### src/rtl/brpd_pkg.sv
// ----------------------------------------------------------------------------
// brpd_pkg
// Shared types and constants for the binary partition Rohlin distance block.
// ----------------------------------------------------------------------------
package brpd_pkg;

    localparam int MAX_LENGTH_DEF = 4096;

    // Fixed field widths
    localparam int SUM_W    = 48;
    localparam int ENT_W    = 32;
    localparam int DIST_W   = 34;
    localparam int S_DATA_W = 72;
    localparam int M_DATA_W = 72;

    // Log unit: mantissa in Q1.30, thirty fraction bits of log2
    localparam int          LOG_FRAC_W = 30;
    localparam int          LOG_M_W    = 31;
    localparam int          LOG_TOT_W  = 40;
    localparam logic [31:0] LN2_Q32    = 32'hB17217F8;

    // Number of tracked partitions (product, first, second)
    localparam int RUN_N = 3;

    typedef enum logic [1:0] {
        SEL_PROD   = 2'd0,
        SEL_FIRST  = 2'd1,
        SEL_SECOND = 2'd2
    } brpd_sel_t;

    typedef enum logic [3:0] {
        ST_FILL_START,
        ST_FILL_WAIT,
        ST_IDLE,
        ST_CLOSE,
        ST_FLOAD,
        ST_FCLOSE,
        ST_DRAIN,
        ST_DIV_START,
        ST_DIV_WAIT,
        ST_OUT
    } brpd_state_t;

    // Controller to datapath
    typedef struct packed {
        logic fill_start;
        logic fill_write;
        logic accept;
        logic issue;
        logic final_load;
        logic rd_final;
        logic div_start;
        logic ent_store;
        logic out_load;
    } brpd_cmd_t;

    // Datapath to controller
    typedef struct packed {
        logic log_done;
        logic fill_last;
        logic acc_close;
        logic acc_last;
        logic pend_one;
        logic item_last;
        logic pipe_busy;
        logic div_done;
        logic ent_last;
        logic out_free;
    } brpd_stat_t;

endpackage

### src/rtl/brpd_ctrl.sv
// ----------------------------------------------------------------------------
// brpd_ctrl
// Sequencer: log table fill, run closing, end-of-sequence entropy and result.
// ----------------------------------------------------------------------------
module brpd_ctrl
    import brpd_pkg::*;
(
    input  logic       aclk,
    input  logic       aresetn,
    input  logic       s_tvalid,
    output logic       s_tready,
    input  brpd_stat_t stat,
    output brpd_cmd_t  cmd
);

    brpd_state_t state_reg;
    brpd_state_t state_next;

    always_ff @(posedge aclk) begin
        if (!aresetn) begin
            state_reg <= ST_FILL_START;
        end else begin
            state_reg <= state_next;
        end
    end

    always_comb begin
        state_next = state_reg;
        case (state_reg)
            ST_FILL_START: state_next = ST_FILL_WAIT;
            ST_FILL_WAIT: begin
                if (stat.log_done) begin
                    state_next = stat.fill_last ? ST_IDLE : ST_FILL_START;
                end
            end
            ST_IDLE: begin
                if (s_tvalid) begin
                    if (stat.acc_close) begin
                        state_next = ST_CLOSE;
                    end else if (stat.acc_last) begin
                        state_next = ST_FLOAD;
                    end
                end
            end
            ST_CLOSE: begin
                if (stat.pend_one) begin
                    state_next = stat.item_last ? ST_FLOAD : ST_IDLE;
                end
            end
            ST_FLOAD: state_next = ST_FCLOSE;
            ST_FCLOSE: begin
                if (stat.pend_one) begin
                    state_next = ST_DRAIN;
                end
            end
            ST_DRAIN: begin
                if (!stat.pipe_busy) begin
                    state_next = ST_DIV_START;
                end
            end
            ST_DIV_START: state_next = ST_DIV_WAIT;
            ST_DIV_WAIT: begin
                if (stat.div_done) begin
                    state_next = stat.ent_last ? ST_OUT : ST_DIV_START;
                end
            end
            ST_OUT: begin
                if (stat.out_free) begin
                    state_next = ST_IDLE;
                end
            end
            default: state_next = ST_FILL_START;
        endcase
    end

    always_comb begin
        cmd      = '0;
        s_tready = 1'b0;
        case (state_reg)
            ST_FILL_START: cmd.fill_start = 1'b1;
            ST_FILL_WAIT:  cmd.fill_write = stat.log_done;
            ST_IDLE: begin
                s_tready   = 1'b1;
                cmd.accept = s_tvalid;
            end
            ST_CLOSE:     cmd.issue      = 1'b1;
            ST_FLOAD:     cmd.final_load = 1'b1;
            ST_FCLOSE:    cmd.issue      = 1'b1;
            ST_DRAIN:     cmd.rd_final   = 1'b1;
            ST_DIV_START: cmd.div_start  = 1'b1;
            ST_DIV_WAIT:  cmd.ent_store  = stat.div_done;
            ST_OUT:       cmd.out_load   = stat.out_free;
            default: begin
                cmd      = '0;
                s_tready = 1'b0;
            end
        endcase
    end

endmodule

### config.mk
export PLATFORM = sky130hd
export DESIGN_NAME = brpd_ctrl
export DESIGN_NICKNAME = d
export VERILOG_FILES = /design/src/rtl/brpd_pkg.sv /design/src/rtl/brpd_ctrl.sv
export SDC_FILE = /design/constraint.sdc
export NUM_CORES = 1
export LEC_CHECK = 0
export BUFFER_PORTS_ARGS = -buffer_cell sky130_fd_sc_hd__buf_2
export CAP_MARGIN = 20
export CORE_AREA = 2 2 39 41
export CTS_CLUSTER_DIAMETER = 60
export DETAILED_ROUTE_END_ITERATION = 10
export DIE_AREA = 0 0 41 43
export GPL_TIMING_DRIVEN = 1
export PLACE_DENSITY = 0.65
export RECOVER_POWER = 25
export SLEW_MARGIN = 20
export SYNTH_ARGS = -nofsm -noshare
export SYNTH_HDL_FRONTEND = slang
export SYNTH_SLANG_ARGS = --single-unit
### constraint.sdc
create_clock -name aclk -period 3.4 [get_ports aclk]
set_clock_uncertainty 0.05 [all_clocks]
set_input_delay 0.34 -clock aclk [delete_from_list [all_inputs] [get_ports aclk]]
set_output_delay 0.34 -clock aclk [all_outputs]
set_load 0.02 [all_outputs]
==> results of run 1 <==
-- worst min-delay path by stage --
stage / startpoint / end / slack, ns
3_5_place_dp: aresetn / state_reg[0] / 0.59
4_1_cts: aresetn / state_reg[0] / 0.34
2_1_floorplan: aresetn / state_reg[0] / 0.44
6_report: aresetn / state_reg[0] / 0.34
5_1_grt: aresetn / state_reg[0] / 0.35
3_3_place_gp: aresetn / state_reg[0] / 0.59
-- kinds of logic (layout without fill, tap and decap cells) --
logic type,Yosys count,after routing,synth area share [%]
compound gates,17,17,25.6
flops,4,4,16.6
xor+xnor,1,1,1.81
mux,2,2,4.40
simple gates,30,30,42.5
buf+inv,8,26,9.06
-- cells in the mapped netlist (all sizes together), types with 2 or more instances --
library cell / number
or2b: 2
nor3b: 2
or3b: 2
o21ai: 3
a31oi: 2
buf: 7
nor2: 5
a211oi: 2
nand2: 5
nor4b: 3
o22a: 2
dfxtp: 4
-- layout make-up --
| class | count | area [um2] | area share, % |
|---|---|---|---|
| multi-input cells | 50 | 359 | 60.7 |
| flip-flops and latches | 4 | 80.1 | 13.5 |
| well taps | 16 | 20.0 | 3.38 |
| inverters | 1 | 3.75 | 0.634 |
| repair buffers | 22 | 106 | 18.0 |
| clock buffers | 3 | 22.5 | 3.81 |
-- worst register-to-register path: stages (launching register included) --
cell	delay (ns)
dfxtp_1	0.70
or2b_1	0.32
or3_1	0.41
and3_4	0.21
a211oi_1	0.18
-- per-stage QoR --
| stage | area (um2) | std cells | hold slack, ns | util, % |
|---|---|---|---|---|
| after global placement | 573 | 93 | 0.595 | 41.4 |
| after CTS | 596 | 96 | 0.337 | 43.0 |
| final | 592 | 96 | 0.342 | 42.8 |
| after floorplan | 483 | 62 | 0.441 | - |
| after detailed placement | 573 | 93 | 0.587 | 41.4 |
| after global routing | 592 | 96 | 0.351 | 42.8 |
-- routing by layer --
| metal | routed length (um) | up-vias | global-route usage (%) |
|---|---|---|---|
| met5 | 0 | - | 0 |
| met4 | 0 | 0 | 2.00 |
| met3 | 85 | 0 | 9.42 |
| met2 | 539 | 13 | 23.1 |
| met1 | 576 | 251 | 18.9 |
| li1 | - | 274 | - |
-- report_power, final --
group / total [mW] / internal [mW] / switching (mW)
Clock: 0.0612 / 0.0396 / 0.0216
Sequential: 0.141 / 0.0643 / 0.0763
Combinational: 0.244 / 0.125 / 0.119
==> flow_metrics.tcl, run 1 <==
set metrics [dict create \
    drc_viols 0 \
    netlist_top_cells_area "dfxtp_1, buf_2, nand2_1, nor2_1, nor4b_1" \
    ff2ff_path_depth 4 \
    final-hold-violation-count 0 \
    first_pass_grt_wire_length_um 1860 \
    grt_antenna_before_repair 0 \
    post-place-ws_ns 1.46 \
    viasPerCell 5.60 \
    finalSetupTns_ns 0 \
    clk_root_buffer_cell "clkbuf_4" \
    power_density_nw_per_um2 753 \
    critPathCapture "cmd[7]" \
    mostFrequentLayoutCell "buf_2" \
    p_total_uw 446 \
    gpl.final_weighted_congestion 0.745 \
    worst_slew_pin_slew_ns 0.619 \
    die-width_um 41 \
    layout_common_cells "buf_2, nand2_1, nor2_1, dfxtp_1" \
    largest_net_degree_at_the_start_of_global_routing 21 \
    ctsLongestPathBuffers 2 \
    crit_path_start "state_reg[0]" \
    reg2reg_from "state_reg[0]" \
    max_freq_mhz 465 \
    pleak_nw 0.237 \
    post_synth_top_area_share_pct 16.6 \
    timing.critical_path.max_delay_family "flip-flops" \
    placement_rows 14 \
    required_ns 3.01 \
    reported_max_cap_violation_count 0 \
    io_pins 23 \
    cts_clk_pin_slew_worst_paths_ns 0.03 \
    end_kind "output port" \
    grt_overflow_total 0 \
    layout_cell_share_with_drive_strength_beyond_1_pct 30.0 \
    slew_headroom_pct 58.7 \
    syn-num-nets 75 \
    synth_sequential_area_ratio_pct 16.6 \
    post_cts_resized 0 \
    yosysUniqueCellTypes 39 \
    tritoncts.num_buffers 3 \
    setup.reg_to_reg.worst_slack_ns 1.45 \
    via_count_of_the_first_global_routing_pass 463 \
    critical_path_peak_fanout 20 \
    critical_r2r_capture "state_reg[1]" \
    numPortBuffers 22 \
    worstHoldPathType "in2reg" \
    layout_min_cycle_time_ns 2.15 \
    ys.flop_type "dfxtp_1" \
    cts.repair_timing.setup_buffer_count 0 \
    worstHoldPathCells 3 \
    syn_avg_cell_area_um2 7.79 \
    synthesized_instance_count 62 \
    diodes 0 \
    crit_path_max_incr_delay_ns 0.70 \
    n_fill_cell 162 \
    cts.hold.buffers_added 0 \
    layout_worst_path_cycle_share_pct 63.2 \
    initial_utilization_pct 34.9 \
    cp_num_cells 3 \
    post-route-worst-setup-slack_ns 1.25 \
    vias 538 \
    dpl.hpwl_um 853 \
    initialDrtViolationCount 4 \
    drt-pass1-iter-count 4 \
    status "finished, final reports clean" \
    critical_path.slowest_cell "dfxtp_1" \
    timing.final.setup_violations 0 \
    wirelength_um 1200 \
    yosysTopAreaCell "dfxtp_1" \
    ys_seq_elements 4 \
    ant_nets 0 \
    htree_num_levels 1 \
    area_growth_syn_to_layout_pct 22.5 \
    track_usage_pct 15.4 \
    unrepaired_setup_endpoints_after_global_routing "false" \
    async_flop_share_pct 0 \
    core_um2 1380 \
    largest_register_ff_count 4 \
    cts_tree "done" \
    worst-endpoint-arrival_ns 1.76 \
    critPathKind "reg2out" \
    finalMaxSlewViolations 0 \
    synthesis.area_um2 483 \
    cts.sinks 4 \
    critPathLaunchType "register" \
    critical_path_buf_inv_count 1 \
    fp.dieH_um 43 \
    worstPathCellList "or2b_1, nor4b_1, buf_2" \
    power.ir.vdd_worst_mv 0.436 \
    fin_nets 95 \
    routed_wire_length_per_instance_um 12.5 \
    synth_edf_count 0 \
    yosys_warnings 0 \
    die_area_um2 1760 \
    clock_insertion_delay_worst_skew_ns 0.24 \
]
Power figures use the tool's default switching activity.
==> run 2: changes to the inputs <==
Settings changed: ABC_AREA set to 1, PLACE_DENSITY 0.65 to 0.66.
Clock period 3.4 ns to 1.8 ns, I/O delays scaled along.
==> run 2 against run 1 <==
- final cell count grew 38%
- highest routed layer unchanged
- core utilization grew 1.1 points
- die area unchanged
- first-iteration DRC count unchanged
- final area increased by 2.5%
- critical path type unchanged
==> flow_metrics.tcl, run 2 <==
set metrics [dict create \
    placement_rows 14 \
    reg2reg_from "state_reg[0]" \
    ant_nets 0 \
    critical_r2r_capture "state_reg[1]" \
    ys.flop_type "dfxtp_1" \
    finalMaxSlewViolations 0 \
    initialDrtViolationCount 4 \
    die_area_um2 1760 \
    viasPerCell 4.50 \
    largest_net_degree_at_the_start_of_global_routing 11 \
    cts.repair_timing.setup_buffer_count 0 \
    unrepaired_setup_endpoints_after_global_routing "false" \
    diodes 0 \
    yosys_warnings 0 \
    hold_path.startpoint "aresetn" \
    track_usage_pct 14.5 \
    dpl.hpwl_um 954 \
    grt_antenna_before_repair 0 \
    status "finished, final reports clean" \
    layout_worst_path_cycle_share_pct 90.7 \
    cts_tree "done" \
    io_pins 23 \
    numPortBuffers 22 \
    htree_num_levels 1 \
    critical_path_peak_fanout 6 \
    post_cts_resized 0 \
    synth_sequential_area_ratio_pct 17.4 \
    yosys-top-cells-count "nor2_1, nand2_1, inv_1, nand3_1, nor2_2" \
    library_cell_with_the_highest_instance_count_after_synthesis "nor2_1" \
    worstHoldPathCells 3 \
    timing.final.setup_violations 0 \
    critPathKind "reg2out" \
    tritoncts.num_buffers 3 \
    max_freq_mhz 612 \
    synthesized_instance_count 91 \
    netlist_top_cells_area "dfxtp_1, nor2_1, nand2_1, nand3_1, inv_1" \
    syn-num-nets 104 \
    critPathLaunchType "register" \
    initial_utilization_pct 33.2 \
    first_pass_grt_wire_length_um 1700 \
    pleak_nw 0.406 \
    power_density_nw_per_um2 1400 \
    finalSetupTns_ns 0 \
    p_total_uw 849 \
    core_um2 1380 \
    die-width_um 41 \
    end_kind "output port" \
    clk_root_buffer_cell "clkbuf_4" \
    drc_viols 0 \
    timing.critical_path.max_delay_family "simple AND/OR/NAND/NOR gates" \
    dr_wl_met2_um 536 \
    reported_max_cap_violation_count 0 \
    critical_path_buf_inv_count 2 \
    yosysTopAreaCell "dfxtp_1" \
    critical_path.slowest_cell "dfxtp_1" \
    synthesis.area_um2 459 \
    yosysUniqueCellTypes 12 \
    ff2ff_path_depth 9 \
    cts.hold.buffers_added 0 \
    grt_overflow_total 0 \
    mostFrequentLayoutCell "nor2_1" \
    ys_seq_elements 4 \
    largest_register_ff_count 4 \
    cp_num_cells 5 \
    syn_avg_cell_area_um2 5.05 \
    worstPathCellList "inv_1, nor2_1, nand2_1, o21ai_0, buf_2" \
    cts.sinks 4 \
    worstHoldPathType "in2reg" \
    gpl.final_weighted_congestion 0.794 \
    cts_clk_pin_slew_worst_paths_ns 0.04 \
    post-route-worst-setup-slack_ns 0.167 \
    slew_headroom_pct 74.4 \
    fin_nets 131 \
    routed_wire_length_per_instance_um 8.71 \
    required_ns 1.57 \
    layout_min_cycle_time_ns 1.63 \
    post_synth_top_area_share_pct 17.4 \
    synth_edf_count 0 \
    worst_hold_path.endpoint "state_reg[2]" \
    worst-endpoint-arrival_ns 1.40 \
    worst_slew_pin_slew_ns 0.383 \
    crit_path_max_incr_delay_ns 0.41 \
    clock_insertion_delay_worst_skew_ns 0.23 \
    final-hold-violation-count 0 \
    layout_common_cells "nor2_1, buf_2, nand2_1, inv_1, nand3_1" \
    via_count_of_the_first_global_routing_pass 453 \
    wirelength_um 1150 \
    detailroute.wirelength.met3_um 85 \
    post-place-ws_ns 0.442 \
    ctsLongestPathBuffers 2 \
    layout_cell_share_with_drive_strength_beyond_1_pct 28.4 \
    power.ir.vdd_worst_mv 0.895 \
    m1WireLength_um 528 \
    async_flop_share_pct 0 \
    fp.dieH_um 43 \
    setup.reg_to_reg.worst_slack_ns 0.29 \
    highest-signal-layer "met3" \
    area_growth_syn_to_layout_pct 32.2 \
    drt-pass1-iter-count 4 \
    vias 594 \
]
run 2: cells by family (layout without fill, tap and decap cells):
group	Yosys count	count (layout)	synth area share, %
and+or+nand+nor	60	60	58.0
buffers and inverters	19	44	15.5
AOI/OAI and AO/OA	8	8	8.99
DFF	4	4	17.4
run 2: how the worst max path moves through the flow:
| stage | startpoint | end | slack [ns] |
|---|---|---|---|
| 2_1_floorplan | state_reg[2] | cmd[5] | 0.41 |
| 3_3_place_gp | state_reg[2] | state_reg[3] | 0.41 |
| 3_5_place_dp | state_reg[2] | state_reg[1] | 0.44 |
| 4_1_cts | state_reg[2] | cmd[5] | 0.22 |
| 5_1_grt | state_reg[0] | cmd[7] | 0.06 |
| 6_report | state_reg[0] | cmd[5] | 0.17 |
run 2: metal layers:
layer,vias to the layer above,track usage [%]
met1,247,17.3
met5,-,0
met2,18,21.9
li1,329,-
met4,0,10.0
met3,0,3.14
run 2: through the flow:
| stage | hold WS (ns) | util, % | instances | area (um2) |
|---|---|---|---|---|
| after floorplan | 0.251 | - | 91 | 459 |
| after global placement | 0.396 | 42.6 | 129 | 589 |
| after detailed placement | 0.403 | 42.6 | 129 | 589 |
| after CTS | 0.150 | 44.2 | 132 | 612 |
| after global routing | 0.157 | 43.9 | 132 | 607 |
| final | 0.153 | 43.9 | 132 | 607 |
run 2: worst min-delay path, cell delays in order:
cell	delay [ns]
buf_2	0.11
nand2_1	0.07
nor2_1	0.03
run 2: cell type report:
cell class                 instances  area (um2)
inverter                          19        71.3
tap                               16        20.0
fill                             157         777
multi-input combinational         68         303
sequential                         4        80.1
timing repair buffer              22         110
clock buffer                       3        22.5
run 2: where the power goes:
part	leakage [nW]	total, mW	switching [mW]	internal (mW)
Combinational	0.359	0.571	0.389	0.182
Sequential	0.0330	0.169	0.0445	0.124
Clock	0.0138	0.110	0.0355	0.0745
Total	0.406	0.849	0.469	0.381
